==> config.mk <==
export PLATFORM = sky130hd
export DESIGN_NAME = stuffed_frame_receiver_crc16_top
export DESIGN_NICKNAME = d
export VERILOG_FILES = /design/src/rtl/sfrc_pkg.sv /design/src/rtl/sfrc_cfg.sv /design/src/rtl/sfrc_core.sv /design/src/rtl/sfrc_outq.sv /design/src/rtl/stuffed_frame_receiver_crc16_top.sv
export SDC_FILE = /design/constraint.sdc
export NUM_CORES = 2
export LEC_CHECK = 0
export ABC_AREA = 0
export BUFFER_PORTS_ARGS = -buffer_cell sky130_fd_sc_hd__clkbuf_2
export CAP_MARGIN = 40
export CORE_MARGIN = 4
export CORE_UTILIZATION = 50
export CTS_CLUSTER_SIZE = 24
export DETAILED_ROUTE_END_ITERATION = 7
export PLACE_DENSITY_LB_ADDON = 0.25
export SETUP_SLACK_MARGIN = 0.4
export SLEW_MARGIN = 15
export SYNTH_ARGS = -nofsm -noshare
export SYNTH_HDL_FRONTEND = slang
export SYNTH_SLANG_ARGS = --single-unit
==> constraint.sdc <==
create_clock -name clk -period 11.6 [get_ports clk]
set_input_delay 2.32 -clock clk [delete_from_list [all_inputs] [get_ports clk]]
set_output_delay 2.32 -clock clk [all_outputs]
set_load 0.01 [all_outputs]
==> src/rtl/sfrc_pkg.sv <==
// Shared constants, types and the CRC-16/MODBUS byte update for the frame receiver.
package sfrc_pkg;

    localparam int BUF_DEPTH = 256;
    localparam int BUF_AW    = $clog2(BUF_DEPTH);
    localparam int CNT_W     = $clog2(BUF_DEPTH + 1);
    localparam int CMP_W     = (CNT_W > 8) ? CNT_W : 9;

    localparam logic [15:0] CRC_INIT = 16'hFFFF;
    localparam logic [15:0] CRC_POLY = 16'hA001;

    localparam logic [7:0] START_RESET  = 8'hFE;
    localparam logic [7:0] ESCAPE_RESET = 8'hFD;
    localparam logic [7:0] FINISH_RESET = 8'hA5;

    localparam int APB_AW = 4;
    localparam int APB_DW = 32;

    localparam logic [1:0] REG_START  = 2'd0;
    localparam logic [1:0] REG_ESCAPE = 2'd1;
    localparam logic [1:0] REG_FINISH = 2'd2;

    localparam logic REQ_RX   = 1'b0;
    localparam logic REQ_READ = 1'b1;

    localparam int OQ_DEPTH = 3;

    typedef enum logic [2:0] {
        MODE_IDLE = 3'b001,
        MODE_CMD  = 3'b010,
        MODE_DATA = 3'b100
    } sfrc_mode_t;

    typedef struct packed {
        logic [7:0] start_byte;
        logic [7:0] escape_byte;
        logic [7:0] finish_byte;
    } sfrc_cfg_t;

    typedef struct packed {
        logic       frame_ended;
        logic       frame_ok;
        logic [7:0] cmd_value;
        logic [7:0] payload_count;
        logic [7:0] read_data;
    } sfrc_rslt_t;

    function automatic logic [15:0] crc_feed(input logic [15:0] crc_in, input logic [7:0] data);
        logic [15:0] c;
        c = crc_in ^ {8'h00, data};
        for (int i = 0; i < 8; i++) begin
            c = c[0] ? ((c >> 1) ^ CRC_POLY) : (c >> 1);
        end
        return c;
    endfunction

endpackage

==> src/rtl/sfrc_cfg.sv <==
// Configuration register file holding the three delimiter bytes behind the APB port.
module sfrc_cfg (
    input  logic                        clk,
    input  logic                        rst_n,
    input  logic                        psel,
    input  logic                        penable,
    input  logic                        pwrite,
    input  logic [sfrc_pkg::APB_AW-1:0] paddr,
    input  logic [sfrc_pkg::APB_DW-1:0] pwdata,
    output logic [sfrc_pkg::APB_DW-1:0] prdata,
    output logic                        pready,
    output sfrc_pkg::sfrc_cfg_t         cfg
);
    import sfrc_pkg::*;

    sfrc_cfg_t   cfg_reg;
    logic [1:0]  reg_idx;
    logic        wr_en;

    assign reg_idx = paddr[3:2];
    assign wr_en   = psel & penable & pwrite;
    assign pready  = 1'b1;
    assign cfg     = cfg_reg;

    always_ff @(posedge clk or negedge rst_n)
    begin
        if (!rst_n)
        begin
            cfg_reg.start_byte  <= START_RESET;
            cfg_reg.escape_byte <= ESCAPE_RESET;
            cfg_reg.finish_byte <= FINISH_RESET;
        end
        else if (wr_en)
        begin
            unique case (reg_idx)
                REG_START:  cfg_reg.start_byte  <= pwdata[7:0];
                REG_ESCAPE: cfg_reg.escape_byte <= pwdata[7:0];
                REG_FINISH: cfg_reg.finish_byte <= pwdata[7:0];
                default:    ;
            endcase
        end
    end

    always_comb
    begin
        unique case (reg_idx)
            REG_START:  prdata = {{(APB_DW-8){1'b0}}, cfg_reg.start_byte};
            REG_ESCAPE: prdata = {{(APB_DW-8){1'b0}}, cfg_reg.escape_byte};
            REG_FINISH: prdata = {{(APB_DW-8){1'b0}}, cfg_reg.finish_byte};
            default:    prdata = '0;
        endcase
    end

endmodule

==> src/rtl/sfrc_core.sv <==
// Framing receiver, payload buffer and running CRC, ending in the result register.
module sfrc_core (
    input  logic                 clk,
    input  logic                 rst_n,
    input  sfrc_pkg::sfrc_cfg_t  cfg,
    input  logic                 accept,
    input  logic                 req_type,
    input  logic [7:0]           rx_byte,
    input  logic [7:0]           read_index,
    output logic                 rslt_valid,
    output sfrc_pkg::sfrc_rslt_t rslt
);
    import sfrc_pkg::*;

    sfrc_mode_t        mode_reg, mode_next;
    logic              esc_reg, esc_next;
    logic [7:0]        cmd_reg, cmd_next;
    logic [CNT_W-1:0]  cnt_reg, cnt_next;
    logic [15:0]       crc_reg, crc_next;
    logic [7:0]        last1_reg, last1_next;
    logic [7:0]        last2_reg, last2_next;

    logic [7:0]        mem [BUF_DEPTH];
    logic [7:0]        mem_q_reg;

    logic              a_valid_reg;
    logic              a_ended_reg, a_ended_next;
    logic              a_ok_reg, a_ok_next;
    logic [7:0]        a_cmd_reg;
    logic [7:0]        a_cnt_reg, a_cnt_next;
    logic              a_hit_reg, a_hit_next;

    logic              is_rx;
    logic              is_start;
    logic              is_finish;
    logic              is_escape;
    logic [7:0]        literal;
    logic              mem_wr;
    logic [CMP_W-1:0]  idx_ext;
    logic [CMP_W-1:0]  cnt_ext;
    logic [CNT_W-1:0]  cnt_less2;

    assign is_rx     = (req_type == REQ_RX);
    assign is_start  = (rx_byte == cfg.start_byte);
    assign is_finish = (rx_byte == cfg.finish_byte) && !esc_reg;
    assign is_escape = (rx_byte == cfg.escape_byte) && !esc_reg;
    assign literal   = esc_reg ? ~rx_byte : rx_byte;
    assign idx_ext   = {{(CMP_W-8){1'b0}}, read_index};
    assign cnt_ext   = CMP_W'(cnt_reg);
    assign cnt_less2 = cnt_reg - CNT_W'(2);

    always_comb
    begin
        mode_next    = mode_reg;
        esc_next     = esc_reg;
        cmd_next     = cmd_reg;
        cnt_next     = cnt_reg;
        crc_next     = crc_reg;
        last1_next   = last1_reg;
        last2_next   = last2_reg;
        mem_wr       = 1'b0;
        a_ended_next = 1'b0;
        a_ok_next    = 1'b0;
        a_cnt_next   = 8'h00;
        a_hit_next   = 1'b0;

        if (!is_rx)
        begin
            a_hit_next = (idx_ext < cnt_ext) && (idx_ext < CMP_W'(BUF_DEPTH));
        end
        else if (is_start)
        begin
            mode_next = MODE_CMD;
            esc_next  = 1'b0;
            cnt_next  = '0;
            crc_next  = CRC_INIT;
        end
        else if (mode_reg == MODE_IDLE)
        begin
            mode_next = MODE_IDLE;
        end
        else if (is_finish)
        begin
            a_ended_next = 1'b1;
            if ((mode_reg == MODE_DATA) && (cnt_reg >= CNT_W'(2))
                && (crc_reg == {last1_reg, last2_reg}))
            begin
                a_ok_next  = 1'b1;
                cnt_next   = cnt_less2;
                a_cnt_next = (CMP_W'(cnt_less2) > CMP_W'(255)) ? 8'hFF : 8'(cnt_less2);
            end
            mode_next = MODE_IDLE;
        end
        else if (is_escape)
        begin
            esc_next = 1'b1;
        end
        else
        begin
            esc_next = 1'b0;
            if (mode_reg == MODE_CMD)
            begin
                cmd_next  = literal;
                mode_next = MODE_DATA;
                cnt_next  = '0;
                crc_next  = crc_feed(CRC_INIT, literal);
            end
            else if (cnt_reg < CNT_W'(BUF_DEPTH))
            begin
                if (cnt_reg >= CNT_W'(2))
                begin
                    crc_next = crc_feed(crc_reg, last2_reg);
                end
                mem_wr     = 1'b1;
                last2_next = last1_reg;
                last1_next = literal;
                cnt_next   = cnt_reg + CNT_W'(1);
            end
            else
            begin
                mode_next = MODE_IDLE;
            end
        end
    end

    always_ff @(posedge clk or negedge rst_n)
    begin
        if (!rst_n)
        begin
            mode_reg    <= MODE_IDLE;
            esc_reg     <= 1'b0;
            cmd_reg     <= 8'h00;
            cnt_reg     <= '0;
            crc_reg     <= CRC_INIT;
            a_valid_reg <= 1'b0;
        end
        else
        begin
            a_valid_reg <= accept;
            if (accept)
            begin
                mode_reg <= mode_next;
                esc_reg  <= esc_next;
                cmd_reg  <= cmd_next;
                cnt_reg  <= cnt_next;
                crc_reg  <= crc_next;
            end
        end
    end

    always_ff @(posedge clk)
    begin
        if (accept)
        begin
            last1_reg   <= last1_next;
            last2_reg   <= last2_next;
            a_ended_reg <= a_ended_next;
            a_ok_reg    <= a_ok_next;
            a_cmd_reg   <= cmd_next;
            a_cnt_reg   <= a_cnt_next;
            a_hit_reg   <= a_hit_next;
        end
    end

    always_ff @(posedge clk)
    begin
        if (accept && mem_wr)
        begin
            mem[cnt_reg[BUF_AW-1:0]] <= literal;
        end
        if (accept && !is_rx)
        begin
            mem_q_reg <= mem[BUF_AW'(read_index)];
        end
    end

    assign rslt_valid         = a_valid_reg;
    assign rslt.frame_ended   = a_ended_reg;
    assign rslt.frame_ok      = a_ok_reg;
    assign rslt.cmd_value     = a_cmd_reg;
    assign rslt.payload_count = a_cnt_reg;
    assign rslt.read_data     = a_hit_reg ? mem_q_reg : 8'h00;

endmodule

==> src/rtl/sfrc_outq.sv <==
// Three-entry output queue that holds finished results while the consumer stalls.
module sfrc_outq (
    input  logic                 clk,
    input  logic                 rst_n,
    input  logic                 push,
    input  sfrc_pkg::sfrc_rslt_t push_data,
    input  logic                 pop,
    output logic                 head_valid,
    output sfrc_pkg::sfrc_rslt_t head_data,
    output logic [1:0]           level
);
    import sfrc_pkg::*;

    sfrc_rslt_t  q_reg [OQ_DEPTH];
    logic [1:0]  wr_ptr_reg, wr_ptr_next;
    logic [1:0]  rd_ptr_reg, rd_ptr_next;
    logic [1:0]  cnt_reg, cnt_next;
    logic        do_pop;

    assign do_pop     = pop && (cnt_reg != 2'd0);
    assign wr_ptr_next = (wr_ptr_reg == 2'(OQ_DEPTH - 1)) ? 2'd0 : wr_ptr_reg + 2'd1;
    assign rd_ptr_next = (rd_ptr_reg == 2'(OQ_DEPTH - 1)) ? 2'd0 : rd_ptr_reg + 2'd1;

    always_comb
    begin
        cnt_next = cnt_reg;
        if (push && !do_pop)
        begin
            cnt_next = cnt_reg + 2'd1;
        end
        else if (!push && do_pop)
        begin
            cnt_next = cnt_reg - 2'd1;
        end
    end

    always_ff @(posedge clk or negedge rst_n)
    begin
        if (!rst_n)
        begin
            wr_ptr_reg <= 2'd0;
            rd_ptr_reg <= 2'd0;
            cnt_reg    <= 2'd0;
        end
        else
        begin
            cnt_reg <= cnt_next;
            if (push)
            begin
                wr_ptr_reg <= wr_ptr_next;
            end
            if (do_pop)
            begin
                rd_ptr_reg <= rd_ptr_next;
            end
        end
    end

    always_ff @(posedge clk)
    begin
        if (push)
        begin
            q_reg[wr_ptr_reg] <= push_data;
        end
    end

    assign head_valid = (cnt_reg != 2'd0);
    assign head_data  = q_reg[rd_ptr_reg];
    assign level      = cnt_reg;

endmodule

==> src/rtl/stuffed_frame_receiver_crc16_top.sv <==
// Top level of the byte-stuffed frame receiver with CRC-16/MODBUS check.
// An accepted item passes through the result register and the output queue before it is shown.
// Throughput: one item per cycle while in_stall is low; framing and CRC update each accepted byte.
// The input stalls when three results are held between the result register and the output queue.
// Reset clears the receiver state, the CRC to FFFF and the delimiters to FE, FD and A5.
// The payload buffer is not cleared; only bytes written since the last start are read.
module stuffed_frame_receiver_crc16_top (
    input  logic                        clk,
    input  logic                        rst_n,
    input  logic                        in_valid,
    output logic                        in_stall,
    input  logic                        req_type,
    input  logic [7:0]                  rx_byte,
    input  logic [7:0]                  read_index,
    output logic                        out_valid,
    input  logic                        out_stall,
    output logic                        frame_ended,
    output logic                        frame_ok,
    output logic [7:0]                  cmd_value,
    output logic [7:0]                  payload_count,
    output logic [7:0]                  read_data,
    input  logic                        psel,
    input  logic                        penable,
    input  logic                        pwrite,
    input  logic [sfrc_pkg::APB_AW-1:0] paddr,
    input  logic [sfrc_pkg::APB_DW-1:0] pwdata,
    output logic [sfrc_pkg::APB_DW-1:0] prdata,
    output logic                        pready
);
    import sfrc_pkg::*;

    sfrc_cfg_t   cfg;
    sfrc_rslt_t  rslt;
    sfrc_rslt_t  head;
    logic        rslt_valid;
    logic        accept;
    logic [1:0]  q_level;
    logic [2:0]  in_flight;

    assign in_flight = {1'b0, q_level} + {2'b00, rslt_valid};
    assign in_stall  = (in_flight >= 3'(OQ_DEPTH));
    assign accept    = in_valid && !in_stall;

    sfrc_cfg u_cfg (
        .clk     (clk),
        .rst_n   (rst_n),
        .psel    (psel),
        .penable (penable),
        .pwrite  (pwrite),
        .paddr   (paddr),
        .pwdata  (pwdata),
        .prdata  (prdata),
        .pready  (pready),
        .cfg     (cfg)
    );

    sfrc_core u_core (
        .clk        (clk),
        .rst_n      (rst_n),
        .cfg        (cfg),
        .accept     (accept),
        .req_type   (req_type),
        .rx_byte    (rx_byte),
        .read_index (read_index),
        .rslt_valid (rslt_valid),
        .rslt       (rslt)
    );

    sfrc_outq u_outq (
        .clk        (clk),
        .rst_n      (rst_n),
        .push       (rslt_valid),
        .push_data  (rslt),
        .pop        (!out_stall),
        .head_valid (out_valid),
        .head_data  (head),
        .level      (q_level)
    );

    assign frame_ended   = head.frame_ended;
    assign frame_ok      = head.frame_ok;
    assign cmd_value     = head.cmd_value;
    assign payload_count = head.payload_count;
    assign read_data     = head.read_data;

endmodule

* Word level (Yosys, flattened, before mapping)
Memories as Yosys holds them, arrays and structs flattened. A register that Yosys moved wholly into a read port is not among the register bits.
Cells that the tools add are included.
** Storage, ports and cells
- Register bits :: 103
- RAM bits :: 2126
- Input port bits :: 60
- Word-level logic and storage cells :: 180
- Memories kept :: 2
** Operators by class
- Add/sub/neg operators :: 7
- Order comparisons :: 6
- Equal/unequal tests :: 18
- Multiplexer cells :: 67
- Bitwise gates (word level) :: 28
- Reduce and logical (&&, ||, !) cells :: 33
** Memories
- u_core.mem :: depth 256, width 8, read ports 1, clocked after memory_dff 1, wr ports 1, RTL line sfrc_core.sv:23 : logic [7:0] mem [BUF_DEPTH];
- u_outq.q_reg :: depth 3, width 26, read ports 1, clocked after memory_dff 0, wr ports 1, RTL line sfrc_outq.sv:14 : sfrc_rslt_t q_reg [OQ_DEPTH];
** Operator list (count)
- $mux W16 :: 23
- $mux W8 :: 9
- $mux W9 :: 7
- $not A2 Y3 :: 16
- $eq A8 B8 Y1 :: 3
- $pmux W8 S3 :: 1
- $mux W3 :: 6
- $mux W1 :: 17
- $eq A16 B16 Y1 :: 1
- $not A8 Y16 :: 1
- $xor A16 B8 Y16 :: 1
- $logic_and A1 B1 Y1 :: 11
- $add A9 B1 Y9 const B :: 1
- $ge A9 B2 Y1 const B :: 1
- $gt A9 B8 Y1 const B :: 1
- $lt A8 B9 Y1 :: 1
- $lt A8 B9 Y1 const B :: 1
- $lt A9 B9 Y1 const B :: 1
- $sub A9 B2 Y9 const B :: 1
- $mux W2 :: 4
- $not A8 Y8 :: 1
- $reduce_and A4 Y1 :: 2
- $reduce_and A8 Y1 :: 1
- $not A1 Y1 :: 7
- other kinds (26) :: 41

* Logic depth before layout (Yosys ltp)
- Depth in word-level cells :: 24
- Depth in mapped cells :: 11
- Mapped depth without buffers :: 10

* Modules after synthesis
Synthesis repeated with hierarchy kept, for this count alone.
** Unflattened totals
- Cells, all modules :: 4343
- Area, all modules :: 88184.6 um^2
** By module, submodules not included
- sfrc_core :: instances 1, cells each 4039, area each 83617.7 um^2, seq. area each 63762.4 um^2
- sfrc_outq :: instances 1, cells each 190, area each 3164.3 um^2, seq. area each 2492.4 um^2
- sfrc_cfg :: instances 1, cells each 108, area each 1356.3 um^2, seq. area each 623.1 um^2
- stuffed_frame_receiver_crc16_top :: instances 1, cells each 6, area each 46.3 um^2, seq. area each 0.0 um^2

* Worst setup path after synthesis
No wires, ideal clock.
- Kind :: input to register
- Start point :: input port rx_byte[7]
- End point :: register u_core.crc_reg[15]
- Library setup time :: 72 ps
- Data arrival time :: 10842 ps
- Required time :: 11528 ps
- Path slack :: 686 ps
- Stages on the path :: 7
- Buffers on the path :: 1
- Path through :: buf_2 -> xor2_1 -> xnor3_1 -> nand2_1 -> nand2_1 -> a21oi_1 -> o21ai_1
** On the way
- Cells in the longest elaborated chain, start to end :: 17
** RTL lines
- start: declaration :: RTL line stuffed_frame_receiver_crc16_top.sv:13 : input logic [7:0] rx_byte,
- $not A8 Y8 :: RTL line sfrc_core.sv:47 : assign literal = esc_reg ? ~rx_byte : rx_byte;
- $mux W8 * :: RTL line sfrc_core.sv:47
- named net u_core.literal[7] :: RTL line sfrc_core.sv:37 : logic [7:0] literal;
- $not A8 Y16 (no source line) *
- $mux W16 * (6 in a row) :: RTL line sfrc_pkg.sv:52 : c = c[0] ? ((c >> 1) ^ CRC_POLY) : (c >> 1);
- $not A2 Y3 (no source line)
- $mux W16 * (2 in a row) :: RTL line sfrc_pkg.sv:52
- $mux W16 * :: RTL line sfrc_core.sv:101 : if (mode_reg == MODE_CMD)
- $mux W16 * :: RTL line sfrc_core.sv:94 : else if (is_escape)
- $mux W16 * :: RTL line sfrc_core.sv:82 : else if (is_finish)
- $mux W16 * :: RTL line sfrc_core.sv:78 : else if (mode_reg == MODE_IDLE)
- $mux W16 * :: RTL line sfrc_core.sv:71 : else if (is_start)
- end signal: assignment :: RTL line sfrc_core.sv:146 : crc_reg <= crc_next;
- end: declaration :: RTL line sfrc_core.sv:19 : logic [15:0] crc_reg, crc_next;
Mark *: on every way through the listed nets, which the timed path passes. The rest lies on a longest branch. The select of a mux whose other input is x is not followed.
A chain may end at the register's enable or synchronous reset.

* Worst setup path after layout
- Start point :: input port paddr[2] (netlist bit)
- End point :: output port prdata[0] (netlist bit)
** On the way
- Cells in the longest elaborated chain, start to end :: 2
** RTL lines
- start: declaration :: RTL line stuffed_frame_receiver_crc16_top.sv:25 : input logic [sfrc_pkg::APB_AW-1:0] paddr,
- $eq A2 B2 Y1 (tied with other cells) :: RTL line sfrc_cfg.sv:46 : unique case (reg_idx)
- $pmux W8 S3 * :: RTL line sfrc_cfg.sv:46
- end: declaration :: RTL line stuffed_frame_receiver_crc16_top.sv:27 : output logic [sfrc_pkg::APB_DW-1:0] prdata,
Every way passes the cells marked *; elsewhere a longest branch is shown, timed or not.

==> run_results.csv <==
group,metric,value,unit
yosys,syn_area_per_cell,20.36,um2
grt,grtUsageTotal,21.88,%
drt,antenna_left,0,
finish,nets,4563,
die,num_rows,153,
placed_design,dpl-instance-area,91710,um2
yosys,synth_mux_area_share,15.33,%
sta,setup_viol,0,
sta,fin_crit_sh,51.33,%
sta,slew_violations,0,
finish,fin_area,98780,um2
sta,setup_tns,0,ps
sta,rsz0062_at_grt,"false",
die,ios,121,
grt,grt_pass1_wl,296.6,mm
clock_network,cts_made_buffers,219,
finish,stdcell_count,6994,
yosys,synthXorXnorAreaFrac,0.8249,%
sta,min_period,5954,ps
sta,worst_pin_slew,955.1,ps
yosys,synth_top_area_share,73.79,%
critical_path,cpMostUsedCell,"clkbuf_2",
finish,largest_reg_flops,2048,
clock_network,ctsRootBufferMaster,"clkbuf_16",
sta,relSlewSlack,36.32,%
clock_network,cts.sinks,2237,
sta,max_freq,0.1680,GHz
power,power_density,182.0,nW/um2
grt,grt_pass1_vias,43560,
yosys,synth_edf_count,2169,
critical_path,start_kind,"primary input",
die,dieArea,183300,um2
yosys,async_reset_ff_share,3.040,%
yosys,post_synth_num_cell_types,67,
finish,syn2layout_area_growth,11.91,%
finish,nFillCells,12850,
clock_network,htreeDepth,4,
critical_path,crit_type,"primary input to output port",
worst_hold_path,worst_hold_path_type,"flip-flop to flip-flop",
yosys,synth-seq-cells,2237,
drt,vias,42480,
grt,grt.overflow.total,0,
critical_path,cp_data_arrival_time,3630,ps
critical_path,cp_cell_sequence,"clkbuf_2 -> nor2b_1 -> nand2_1 -> o21ai_0 -> clkbuf_2",
yosys,ys_warn_count,0,
clock_network,cts_tree,"yes",
drt,drt_pre_antenna_iters,5,
critical_path,crit_buf_inv,2,
grt,grt_max_degree,159,
drt,routedWlPerCell,28.77,um
die,core_area,174800,um2
sta,hold_viol,0,
placed_design,dp_slack,5075,ps
yosys,synthCells,4336,
finish,drive_gt1_share,24.19,%
placed_design,dpl.hpwl,121.5,mm
drt,viasPerCell,6.074,
yosys,synthAdderAreaFrac,0.3118,%
clock_network,hold_buffers,0,
critical_path,cp_slowest_cell,"nor2b_1",
critical_path,setup.worst_path.end_class,"output port",
placed_design,placedCellCount,6571,
grt,antenna_found_initial,8,
yosys,synth_compound_area_share,2.818,%
sta,fin_ws,5646,ps
sta,whs,471.5,ps
finish,final_core_util,56.52,%
die,die_h,428.2,um
power,p_leak,31.14,nW
die,initial_core_util,50.51,%
drt,drt_wl_total,201.2,mm
yosys,synth-simple-area-share,3.087,%
yosys,synth_top_family_by_area,"multiplexers",
clock_network,cts.path.max_buffers,3,
yosys,ys_seq_area_share,75.76,%
placed_design,numPortBuffers,69,
clock_network,post_cts_resized,0,
run,maxCapViolations,0,
yosys,yosysTopAreaCell,"edfxtp_1",
critical_path,path_max_fanout,12,
sta,finClkSkew,18.90,ps
power,power.total,17.98,mW
critical_path,required,9280,ps
critical_path,cp_slowest_stage_delay,580,ps
placed_design,gp_congestion,0.8043,
drt,drc_errors,0,
drt,drt_iter0_markers,4272,
clock_network,clk_latency,850,ps
yosys,yosys_most_used_dff,"edfxtp_1",
status,status,"finished clean",
yosys,netlist_area,88270,um2
clock_network,path_clk_slew,60,ps
clock_network,cts_setup_buffers,0,
die,die_w,428.2,um
power,vdd_drop_max,151.7,uV
critical_path,cp_top_family,"simple AND/OR/NAND/NOR gates",
yosys,yosys-top-cells-area,"edfxtp_1, mux4_2, mux2i_1, nor2_1, dfstp_2",
-- layout make-up --
cell class / count / area [um2] / area share, %
multi-input combinational: 1811 / 19970 / 20.22
inverter: 22 / 135.1 / 0.1368
antenna: 6 / 15.01 / 0.01520
clock buffer: 278 / 5808 / 5.880
clock inverter: 125 / 1036 / 1.049
tap: 2325 / 2909 / 2.945
timing repair buffer: 190 / 2026 / 2.051
sequential: 2237 / 66880 / 67.70
-- path summary, 6_finish.rpt --
path / start / to / slack [ps] / depth (start not counted)
worst max-delay path: paddr[2] / prdata[0] / 5650 / 5
worst min-delay path: u_core.a_cnt_reg[3] / u_outq.q_reg[1][11] / 470 / 0
worst max register to register: u_core.rslt_valid / u_core.mem[237][0] / 7250 / 10
worst min register to register: u_core.a_cnt_reg[3] / u_outq.q_reg[1][11] / 470 / 0
max in group asynchronous: rst_n / u_core.mode_reg[0] / 9440 / 3
min in group asynchronous: rst_n / u_cfg.cfg[9] / 1520 / 2
-- cells in the mapped netlist, drive strengths merged (3+ instances only) --
cell    count
or4         3
xnor2      62
dfrtp      33
a31oi      14
nor2b      13
dfstp      35
nand3b      3
mux2i     141
nor3       29
mux4      523
nand2b     12
xor2       16
nor4        7
a22o       10
and3        8
a22oi      92
o31ai       3
ha         22
a221oi      3
and2       16
a21oi     108
inv        21
nor2      318
clkbuf    119
o211ai      4
mux2       30
nor3b       7
o221ai     31
edfxtp   2169
o21ai      67
nand3      47
a211oi     13
buf       170
o22ai      14
nand2     109
nand4      30
a21o        7
-- layout by cell type (no fill, tap or decap), types with 13 or more instances in the layout --
master	n
a22oi_1	92
buf_16	23
a21oi_1	108
xor2_1	15
nand3_1	43
mux4_2	523
a211oi_1	13
o21ai_0	44
nor2_1	314
nor3_1	27
o21ai_1	23
xnor2_1	62
inv_1	14
mux2_2	29
conb_1	25
buf_4	71
clkbuf_2	62
mux2i_1	141
ha_1	22
and2_1	15
clkinv_2	37
o221ai_1	31
buf_12	17
nand2_1	97
clkbuf_16	224
dfrtp_1	33
o22ai_1	14
clkinv_1	52
nand4_1	30
a31oi_1	14
clkbuf_1	54
edfxtp_1	2169
dfstp_2	35
-- logic make-up after synthesis --
| family | count (synthesis) |
|---|---|
| buffers and inverters | 311 |
| XOR/XNOR | 80 |
| flip-flops | 2237 |
| other | 2 |
| multiplexers | 694 |
| AND/OR/NAND/NOR | 612 |
| adder cells (fa/ha/maj) | 22 |
| AO/OA/AOI/OAI | 378 |
-- where the power goes --
group	internal (mW)	total (mW)	switching, mW
combinational	0.661	1.87	1.21
sequential	9.17	9.33	0.156
clock	3.80	6.79	2.98
total	13.6	18.0	4.34
-- routing by layer --
metal	wire (um)	track usage, %
met5	115	0.4163
met4	6000	7.390
met3	16230	4.983
met2	97970	34.36
met1	80910	30.63
No activity file was read; power rests on OpenSTA's default activity.
